===== src/design/oahi_pkg.sv =====
// Shared types and constants for the open-address hash insert block.
`default_nettype none
package oahi_pkg;
  localparam int unsigned DefTableDepth = 1024;
  localparam int unsigned KeyW = 44;
  localparam int unsigned RecW = 16;
  localparam int unsigned SizeW = 11;
  // Hash value reaches 3330 and fold step 165 when nibbles run up to 15.
  localparam int unsigned HvW = 12;
  localparam int unsigned StepW = 8;

  localparam logic [1:0] CfgHashMethod = 2'd0;
  localparam logic [1:0] CfgTableSize  = 2'd1;

  typedef struct packed {
    logic [KeyW-1:0] key_bcd;
    logic [RecW-1:0] record_ref;
  } in_item_t;

  typedef struct packed {
    logic [9:0]  slot;
    logic        outcome;
    logic [10:0] probe_collisions;
    logic [31:0] total_inserts;
    logic [31:0] total_collisions;
    logic [31:0] total_replacements;
  } out_item_t;

  // Classified item handed from front to back.
  typedef struct packed {
    logic [KeyW-1:0]  key;
    logic [RecW-1:0]  rec;
    logic [HvW-1:0]   hv;
    logic [StepW-1:0] step;
  } job_t;

  function automatic logic [3:0] digit_at(logic [KeyW-1:0] key, int unsigned n);
    digit_at = key[4*(11-n) +: 4];
  endfunction
endpackage
`default_nettype wire


===== src/design/oahi_front.sv =====
// Front part: hashes the key and queues the classified item.
`default_nettype none
module oahi_front import oahi_pkg::*; (
  input  wire logic     clk_i,
  input  wire logic     rst_ni,
  input  wire logic     hash_method_i,
  input  wire logic     in_valid_i,
  output logic          in_ready_o,
  input  wire in_item_t in_data_i,
  output logic          job_valid_o,
  input  wire logic     job_ready_i,
  output job_t          job_o
);
  // Two-entry queue.
  job_t       q_mem [2];
  logic       wr_q, rd_q;
  logic [1:0] cnt_q;
  job_t       job_d;
  logic [3:0] d [1:11];
  logic       push, pop;

  always_comb begin
    for (int n = 1; n <= 11; n++) d[n] = digit_at(in_data_i.key_bcd, n);
    job_d.key = in_data_i.key_bcd;
    job_d.rec = in_data_i.record_ref;
    if (!hash_method_i) begin
      job_d.hv = HvW'(d[1]) * HvW'(100) + HvW'(d[3]) * HvW'(10) + HvW'(d[4]);
      job_d.step = StepW'(d[5]);
    end else begin
      job_d.hv = HvW'(d[6]) * HvW'(100) + HvW'(d[7]) * HvW'(10) + HvW'(d[11])
               + HvW'(d[8]) * HvW'(100) + HvW'(d[9]) * HvW'(10) + HvW'(d[10]);
      job_d.step = StepW'(d[6]) * StepW'(10) + StepW'(d[11]);
    end
  end

  assign in_ready_o  = cnt_q != 2'd2;
  assign push        = in_valid_i && in_ready_o;
  assign job_valid_o = cnt_q != 2'd0;
  assign pop         = job_valid_o && job_ready_i;
  assign job_o       = q_mem[rd_q];

  always_ff @(posedge clk_i) begin
    if (push) q_mem[wr_q] <= job_d;
  end

  always_ff @(posedge clk_i or negedge rst_ni) begin
    if (!rst_ni) begin
      wr_q <= 1'b0; rd_q <= 1'b0; cnt_q <= 2'd0;
    end else begin
      if (push) wr_q <= ~wr_q;
      if (pop) rd_q <= ~rd_q;
      cnt_q <= cnt_q + 2'(push) - 2'(pop);
    end
  end

  assert property (@(posedge clk_i) disable iff (!rst_ni) cnt_q <= 2'd2)
    else $error("queue count overflow");
  assert property (@(posedge clk_i) disable iff (!rst_ni)
    (cnt_q == 2'd2 && !pop) |=> cnt_q == 2'd2)
    else $error("full queue lost an entry");
  assert property (@(posedge clk_i) disable iff (!rst_ni)
    (cnt_q == 2'd0 && !push) |=> !job_valid_o)
    else $error("empty queue shows valid");
endmodule
`default_nettype wire


===== src/design/oahi_back.sv =====
// Back part: modulo unit, probe walk over the table memory, counters.
`default_nettype none
module oahi_back import oahi_pkg::*; #(
  parameter int unsigned TableDepth = DefTableDepth
) (
  input  wire logic        clk_i,
  input  wire logic        rst_ni,
  input  wire logic [10:0] table_size_i,
  input  wire logic        job_valid_i,
  output logic             job_ready_o,
  input  wire job_t        job_i,
  output logic             out_valid_o,
  input  wire logic        out_ready_i,
  output out_item_t        out_data_o
);
  localparam int unsigned AW = $clog2(TableDepth);
  localparam int unsigned SW = AW + 1;
  localparam int unsigned PW = (SW > 11) ? SW : 11;
  localparam int unsigned RW = (SW > HvW) ? SW : HvW;

  typedef enum logic [2:0] {S_IDLE, S_MOD, S_STEP, S_CLR, S_RD, S_CHK, S_OUT} state_e;
  state_e state_q;

  logic            occ_mem [TableDepth];
  logic [KeyW-1:0] key_mem [TableDepth];
  logic [RecW-1:0] rec_mem [TableDepth];

  logic [SW-1:0] size_q, pos_q, home_q;
  logic [RW-1:0] mrem_q, step_q;
  logic [AW-1:0] clr_q;
  logic [PW-1:0] steps_q, probes_q;
  logic          occ_rd_q, done_clr_q;
  job_t          job_q;
  logic [31:0]   ins_q, col_q, rep_q;
  out_item_t     out_q;
  logic [SW-1:0] size_eff, nxt;
  logic [SW:0]   sum;

  always_comb begin
    if (table_size_i == 11'd0) size_eff = SW'(1);
    else if (PW'(table_size_i) > PW'(TableDepth)) size_eff = SW'(TableDepth);
    else size_eff = SW'(table_size_i);
    sum = {1'b0, pos_q} + {1'b0, step_q[SW-1:0]};
    nxt = (sum >= {1'b0, size_q}) ? SW'(sum - {1'b0, size_q}) : SW'(sum);
  end

  assign job_ready_o = (state_q == S_IDLE) && done_clr_q;
  assign out_valid_o = state_q == S_OUT;
  assign out_data_o  = out_q;

  always_ff @(posedge clk_i) begin
    if (state_q == S_CLR) occ_mem[clr_q] <= 1'b0;
    else if (state_q == S_CHK && (!occ_rd_q || steps_q == PW'(size_q))) begin
      occ_mem[pos_q[AW-1:0]] <= 1'b1;
    end
    if (state_q == S_CHK && (!occ_rd_q || steps_q == PW'(size_q))) begin
      key_mem[(!occ_rd_q) ? pos_q[AW-1:0] : home_q[AW-1:0]] <= job_q.key;
      rec_mem[(!occ_rd_q) ? pos_q[AW-1:0] : home_q[AW-1:0]] <= job_q.rec;
    end
    occ_rd_q <= occ_mem[pos_q[AW-1:0]];
  end

  always_ff @(posedge clk_i or negedge rst_ni) begin
    if (!rst_ni) begin
      state_q <= S_CLR; clr_q <= '0; done_clr_q <= 1'b0;
      ins_q <= '0; col_q <= '0; rep_q <= '0;
      job_q <= '0; size_q <= '0; mrem_q <= '0; step_q <= '0;
      pos_q <= '0; home_q <= '0; steps_q <= '0; probes_q <= '0;
      out_q <= '0;
    end else begin
      case (state_q)
        S_CLR: begin
          clr_q <= clr_q + AW'(1);
          if (clr_q == AW'(TableDepth - 1)) begin
            done_clr_q <= 1'b1; state_q <= S_IDLE;
          end
        end
        S_IDLE: if (job_valid_i) begin
          job_q <= job_i; size_q <= size_eff;
          mrem_q <= RW'(job_i.hv); step_q <= RW'(job_i.step);
          state_q <= S_MOD;
        end
        S_MOD: begin  // repeated subtraction, hv < 4096
          if (mrem_q >= RW'(size_q)) mrem_q <= mrem_q - RW'(size_q);
          else begin
            home_q <= SW'(mrem_q); pos_q <= SW'(mrem_q); steps_q <= '0; probes_q <= '0;
            state_q <= S_STEP;
          end
        end
        S_STEP: begin  // reduce step below size
          if (step_q >= RW'(size_q)) step_q <= step_q - RW'(size_q);
          else state_q <= S_RD;
        end
        S_RD: state_q <= S_CHK;
        S_CHK: begin
          if (!occ_rd_q) begin
            if (ins_q != '1) ins_q <= ins_q + 32'd1;
            out_q.slot <= 10'(pos_q); out_q.outcome <= 1'b0;
            out_q.probe_collisions <= 11'(probes_q);
            out_q.total_inserts <= (ins_q != '1) ? ins_q + 32'd1 : ins_q;
            out_q.total_collisions <= col_q; out_q.total_replacements <= rep_q;
            state_q <= S_OUT;
          end else if (steps_q == PW'(size_q)) begin
            // walk exhausted; size steps bring pos back to home
            if (rep_q != '1) rep_q <= rep_q + 32'd1;
            out_q.slot <= 10'(home_q); out_q.outcome <= 1'b1;
            out_q.probe_collisions <= 11'(probes_q);
            out_q.total_inserts <= ins_q; out_q.total_collisions <= col_q;
            out_q.total_replacements <= (rep_q != '1) ? rep_q + 32'd1 : rep_q;
            state_q <= S_OUT;
          end else begin
            if (col_q != '1) col_q <= col_q + 32'd1;
            probes_q <= probes_q + PW'(1);
            steps_q <= steps_q + PW'(1);
            pos_q <= nxt;
            state_q <= (steps_q + PW'(1) == PW'(size_q)) ? S_CHK : S_RD;
          end
        end
        S_OUT: if (out_ready_i) state_q <= S_IDLE;
        default: state_q <= S_IDLE;
      endcase
    end
  end

  assert property (@(posedge clk_i) disable iff (!rst_ni)
    (state_q == S_OUT && !out_ready_i) |=> $stable(out_q))
    else $error("result changed while stalled");
  assert property (@(posedge clk_i) disable iff (!rst_ni)
    state_q == S_CHK |-> steps_q <= PW'(size_q))
    else $error("probe walk overran table size");
  assert property (@(posedge clk_i) disable iff (!rst_ni)
    job_ready_o |-> done_clr_q)
    else $error("accepted before clear pass");
endmodule
`default_nettype wire


===== src/design/open_address_hash_insert_top.sv =====
// Top level of the open-address hash insert block.
`default_nettype none
// Inserts BCD keys into an open-addressed table of TABLE_DEPTH slots and
// returns one result per key. After reset a clearing pass empties the
// occupancy memory; the front queue may take up to two keys meanwhile,
// but none enters the back end until the pass is done. An insert first
// finds the home slot with an iterative subtract modulo, then reduces the
// step below the table size, then walks the probe sequence with an
// occupancy memory read for each probe; a full walk replaces the home entry. A
// two-entry queue lets keys be hashed while the back end walks.
module open_address_hash_insert_top import oahi_pkg::*; #(
  parameter int unsigned TABLE_DEPTH = DefTableDepth
) (
  input  wire logic       clk_i,
  input  wire logic       rst_ni,
  input  wire logic       cfg_we_i,
  input  wire logic [1:0] cfg_idx_i,
  input  wire logic [10:0] cfg_data_i,
  input  wire logic       in_valid_i,
  output logic            in_ready_o,
  input  wire in_item_t   in_data_i,
  output logic            out_valid_o,
  input  wire logic       out_ready_i,
  output out_item_t       out_data_o
);
  logic        method_q;
  logic [10:0] size_q;
  logic        jv, jr;
  job_t        job;

  always_ff @(posedge clk_i or negedge rst_ni) begin
    if (!rst_ni) begin
      method_q <= 1'b0;
      size_q <= (TABLE_DEPTH < 1024) ? 11'(TABLE_DEPTH) : 11'd1024;
    end else if (cfg_we_i) begin
      case (cfg_idx_i)
        CfgHashMethod: method_q <= cfg_data_i[0];
        CfgTableSize:  size_q <= cfg_data_i;
        default: ;
      endcase
    end
  end

  oahi_front u_front (
    .clk_i, .rst_ni, .hash_method_i(method_q),
    .in_valid_i, .in_ready_o, .in_data_i,
    .job_valid_o(jv), .job_ready_i(jr), .job_o(job)
  );

  oahi_back #(.TableDepth(TABLE_DEPTH)) u_back (
    .clk_i, .rst_ni, .table_size_i(size_q),
    .job_valid_i(jv), .job_ready_o(jr), .job_i(job),
    .out_valid_o, .out_ready_i, .out_data_o
  );
endmodule
`default_nettype wire

===== config.mk =====
export PLATFORM = sky130hd
export DESIGN_NAME = open_address_hash_insert_top
export DESIGN_NICKNAME = d
export VERILOG_FILES = /design/src/design/oahi_pkg.sv /design/src/design/oahi_front.sv /design/src/design/oahi_back.sv /design/src/design/open_address_hash_insert_top.sv
export SDC_FILE = /design/constraint.sdc
export NUM_CORES = 2
export LEC_CHECK = 0
export BUFFER_PORTS_ARGS = -buffer_cell sky130_fd_sc_hd__clkbuf_2
export CELL_PAD_IN_SITES_DETAIL_PLACEMENT = 2
export CELL_PAD_IN_SITES_GLOBAL_PLACEMENT = 2
export CORE_ASPECT_RATIO = 1.2
export CORE_MARGIN = 4
export CORE_UTILIZATION = 35
export DETAILED_ROUTE_END_ITERATION = 6
export PLACE_DENSITY = 0.78
export REMOVE_ABC_BUFFERS = 1
export SYNTH_ARGS = -nofsm -noshare
export SYNTH_HDL_FRONTEND = slang
export SYNTH_HIERARCHICAL = 1
export SYNTH_SLANG_ARGS = --single-unit

===== constraint.sdc =====
create_clock -name clk_i -period 19.3 [get_ports clk_i]
set_input_delay 1.93 -clock clk_i [delete_from_list [all_inputs] [get_ports clk_i]]
set_output_delay 1.93 -clock clk_i [all_outputs]
set_load 0.05 [all_outputs]

==> results.md <==
* Status: finished, final reports clean
* Post-layout util at 39.5%
* Max Clk Rate at approximately 0.15 GHz
* Hold Fails Final Rpt at 0
* Final setup viols at 0
* 1st-pass router iterations at 7
* Netlist Area Pre-Place at between 0.06 and 0.07 mm2
* CP startpoint: u_back/size_q[1]
* Initial Util at 35.2%
* Initial antenna violation count at 2
* WL/cell at around 28 um
* Hold buffer count at cts at 0
* Worst-Margin Slew at between 1000 and 1500 ps
* Critical path type: register to register
* H-tree depth at 4
* CTS tree: done
* Commonest non-fill, non-tap cell in the layout: nor2_1
* Final Power at between 9 and 10 mW
* Min Tclk post-route at about 6700 ps
* Synthesized netlist cell count at 5125
* Peak supply drop at 0.0758 mV
* Vias per cell at 5.59
* Syn avg cell area at approximately 13 um2
* CP startpoint kind: register
* # resized after CTS at 0
* Worst slew margin at 11.4%
* Nets at between 5k and 6k
* Largest net degree at the start of global routing at between 300 and 400
* CTS Sinks at between 1k and 1.5k
* Io pins at just under 200
* Worst Skew at around 38 ps
* Core box area at 0.186 mm2
* Vias at between 40k and 50k
* Dpl hpwl at about 130 mm
* DRC Markers at 0
* Static Leak at between 20 and 30 nW
* GP Congestion at ~0.8
* Root Driver: clkbuf_16
* Dpl cell area at ~0.07 mm2
* Clock Pin Slew Worst Setup and Hold Paths at about 60 ps
* Ratio of cells with drive above 1 in the final layout at 16.5%
* Req. time, crit path at slightly below 20000 ps
* Non-Filler Instances at slightly below 8k
* Clock Tree Buf Depth at 3
* Tcrit/Tclk final at between 30% and 40%
* Die X-Extent at 403 um
* Most frequent cells in the layout: nor2_1 (1180), edfxtp_1 (1064), nand2_1 (416)
* Iter 0 DRT Violations at approximately 4.3k
* Final Instance Area at 0.0732 mm2
* Antenna Nets Post-Route at 0
* Die height at ~480 um
* Syn-to-layout area delta at 12.0%
* GRT Util Overall at ~22%
* Clock latency on the worst-skew pair at 810 ps
* Beginning of the worst register-to-register path: u_back/size_q[1]
* ANT cells at 0
* Input/output buffers at between 150 and 200
* CP Capture Type: register
* Setup total negative slack at 0 ps
* FP Rows at ~170
* Vias in the first global route at about 47k
* Slew Viols, Final at 0
* Worst hold start: u_back/out_data_o[49]
* Pwr dens at roughly 120 mW/mm2
* Max cap viols at 0
* Worst-path fanout max at ~320
* First-pass GRT wire length at 318 mm
* Final wirelength at about 210 mm
* Worst Path Arrival at 7110 ps
* Worst hold path type: register to register
* RSZ-0062 raised after global routing: false
* Grt total ovfl at 0
* Ys Warns at 6
* Placed instance count at approximately 7.5k
* Die area at between 0.15 and 0.2 mm2
* Setup Fix Bufs, Post-CTS at 0
* TritonCTS Buffers at roughly 150
-- layer usage --
metal	track usage [%]	up-vias	routed length [um]
met1	26.3	22900	82400
met5	0	-	0
met4	9.28	0	9900
li1	-	18400	-
met3	3.44	485	12000
met2	38.7	1439	109000
-- critical path, stage by stage (launching register included) --
cell	delay (ps)
dfrtp_1	650
xnor2_1	170
and4_1	220
nand4_1	130
buf_4	230
a21o_4	340
inv_8	590
buf_4	1020
buf_4	640
buf_12	820
buf_4	1070
-- stage by stage --
step | hold WS (ps) | setup WS [ps]
finish | 482 | 12590
global route | 507 | 12170
floorplan | 433 | 4360
global placement | 462 | 13170
CTS | 487 | 12670
detailed placement | 470 | 12690
-- layout make-up --
| type | instances | area, um2 |
|---|---|---|
| Tap cell | 2450 | 3070 |
| Inverter | 109 | 417 |
| Timing Repair Buffer | 252 | 1510 |
| Sequential cell | 1387 | 40000 |
| Clock buffer | 197 | 4140 |
| Fill cell | 18600 | 112000 |
| Multi-Input combinational cell | 3264 | 23400 |
| Clock inverter | 71 | 579 |
-- sequential cells by signal, summed over array words and instances, names as in the netlist, 2 cells and up --
register	count
u_back/ins_q	32
u_back/size_q	11
u_back/home_q	10
u_front/q_mem	40
size_q	11
u_back/clr_q	10
u_back/rep_q	32
u_front/cnt_q	2
u_back/pos_q	11
u_back/occ_mem	1024
u_back/mrem_q	12
u_back/step_q	12
u_back/col_q	32
u_back/state_q	3
u_back/probes_q	11
u_back/out_data_o	118
u_back/steps_q	11
-- final timing paths --
path                                         end  slack [ps]  cells after the start
max in group asynchronous       u_back/ins_q[13]       16310                      3
min in group asynchronous              size_q[7]        1210                      1
hold / removal             u_back/out_data_o[49]         480                      2
hold reg to reg            u_back/out_data_o[49]         480                      2
setup / recovery              u_back/occ_mem[93]       12590                     10
setup reg to reg              u_back/occ_mem[93]       12590                     10
-- report_power, final --
part           total (mW)  switching [mW]  internal [mW]  leakage (nW)
Clock                2.83            1.22           1.60          2.34
Combinational        2.67            1.68          0.993          8.84
Sequential           3.63           0.177           3.45          14.3
No activity file was read; power rests on OpenSTA's default activity.
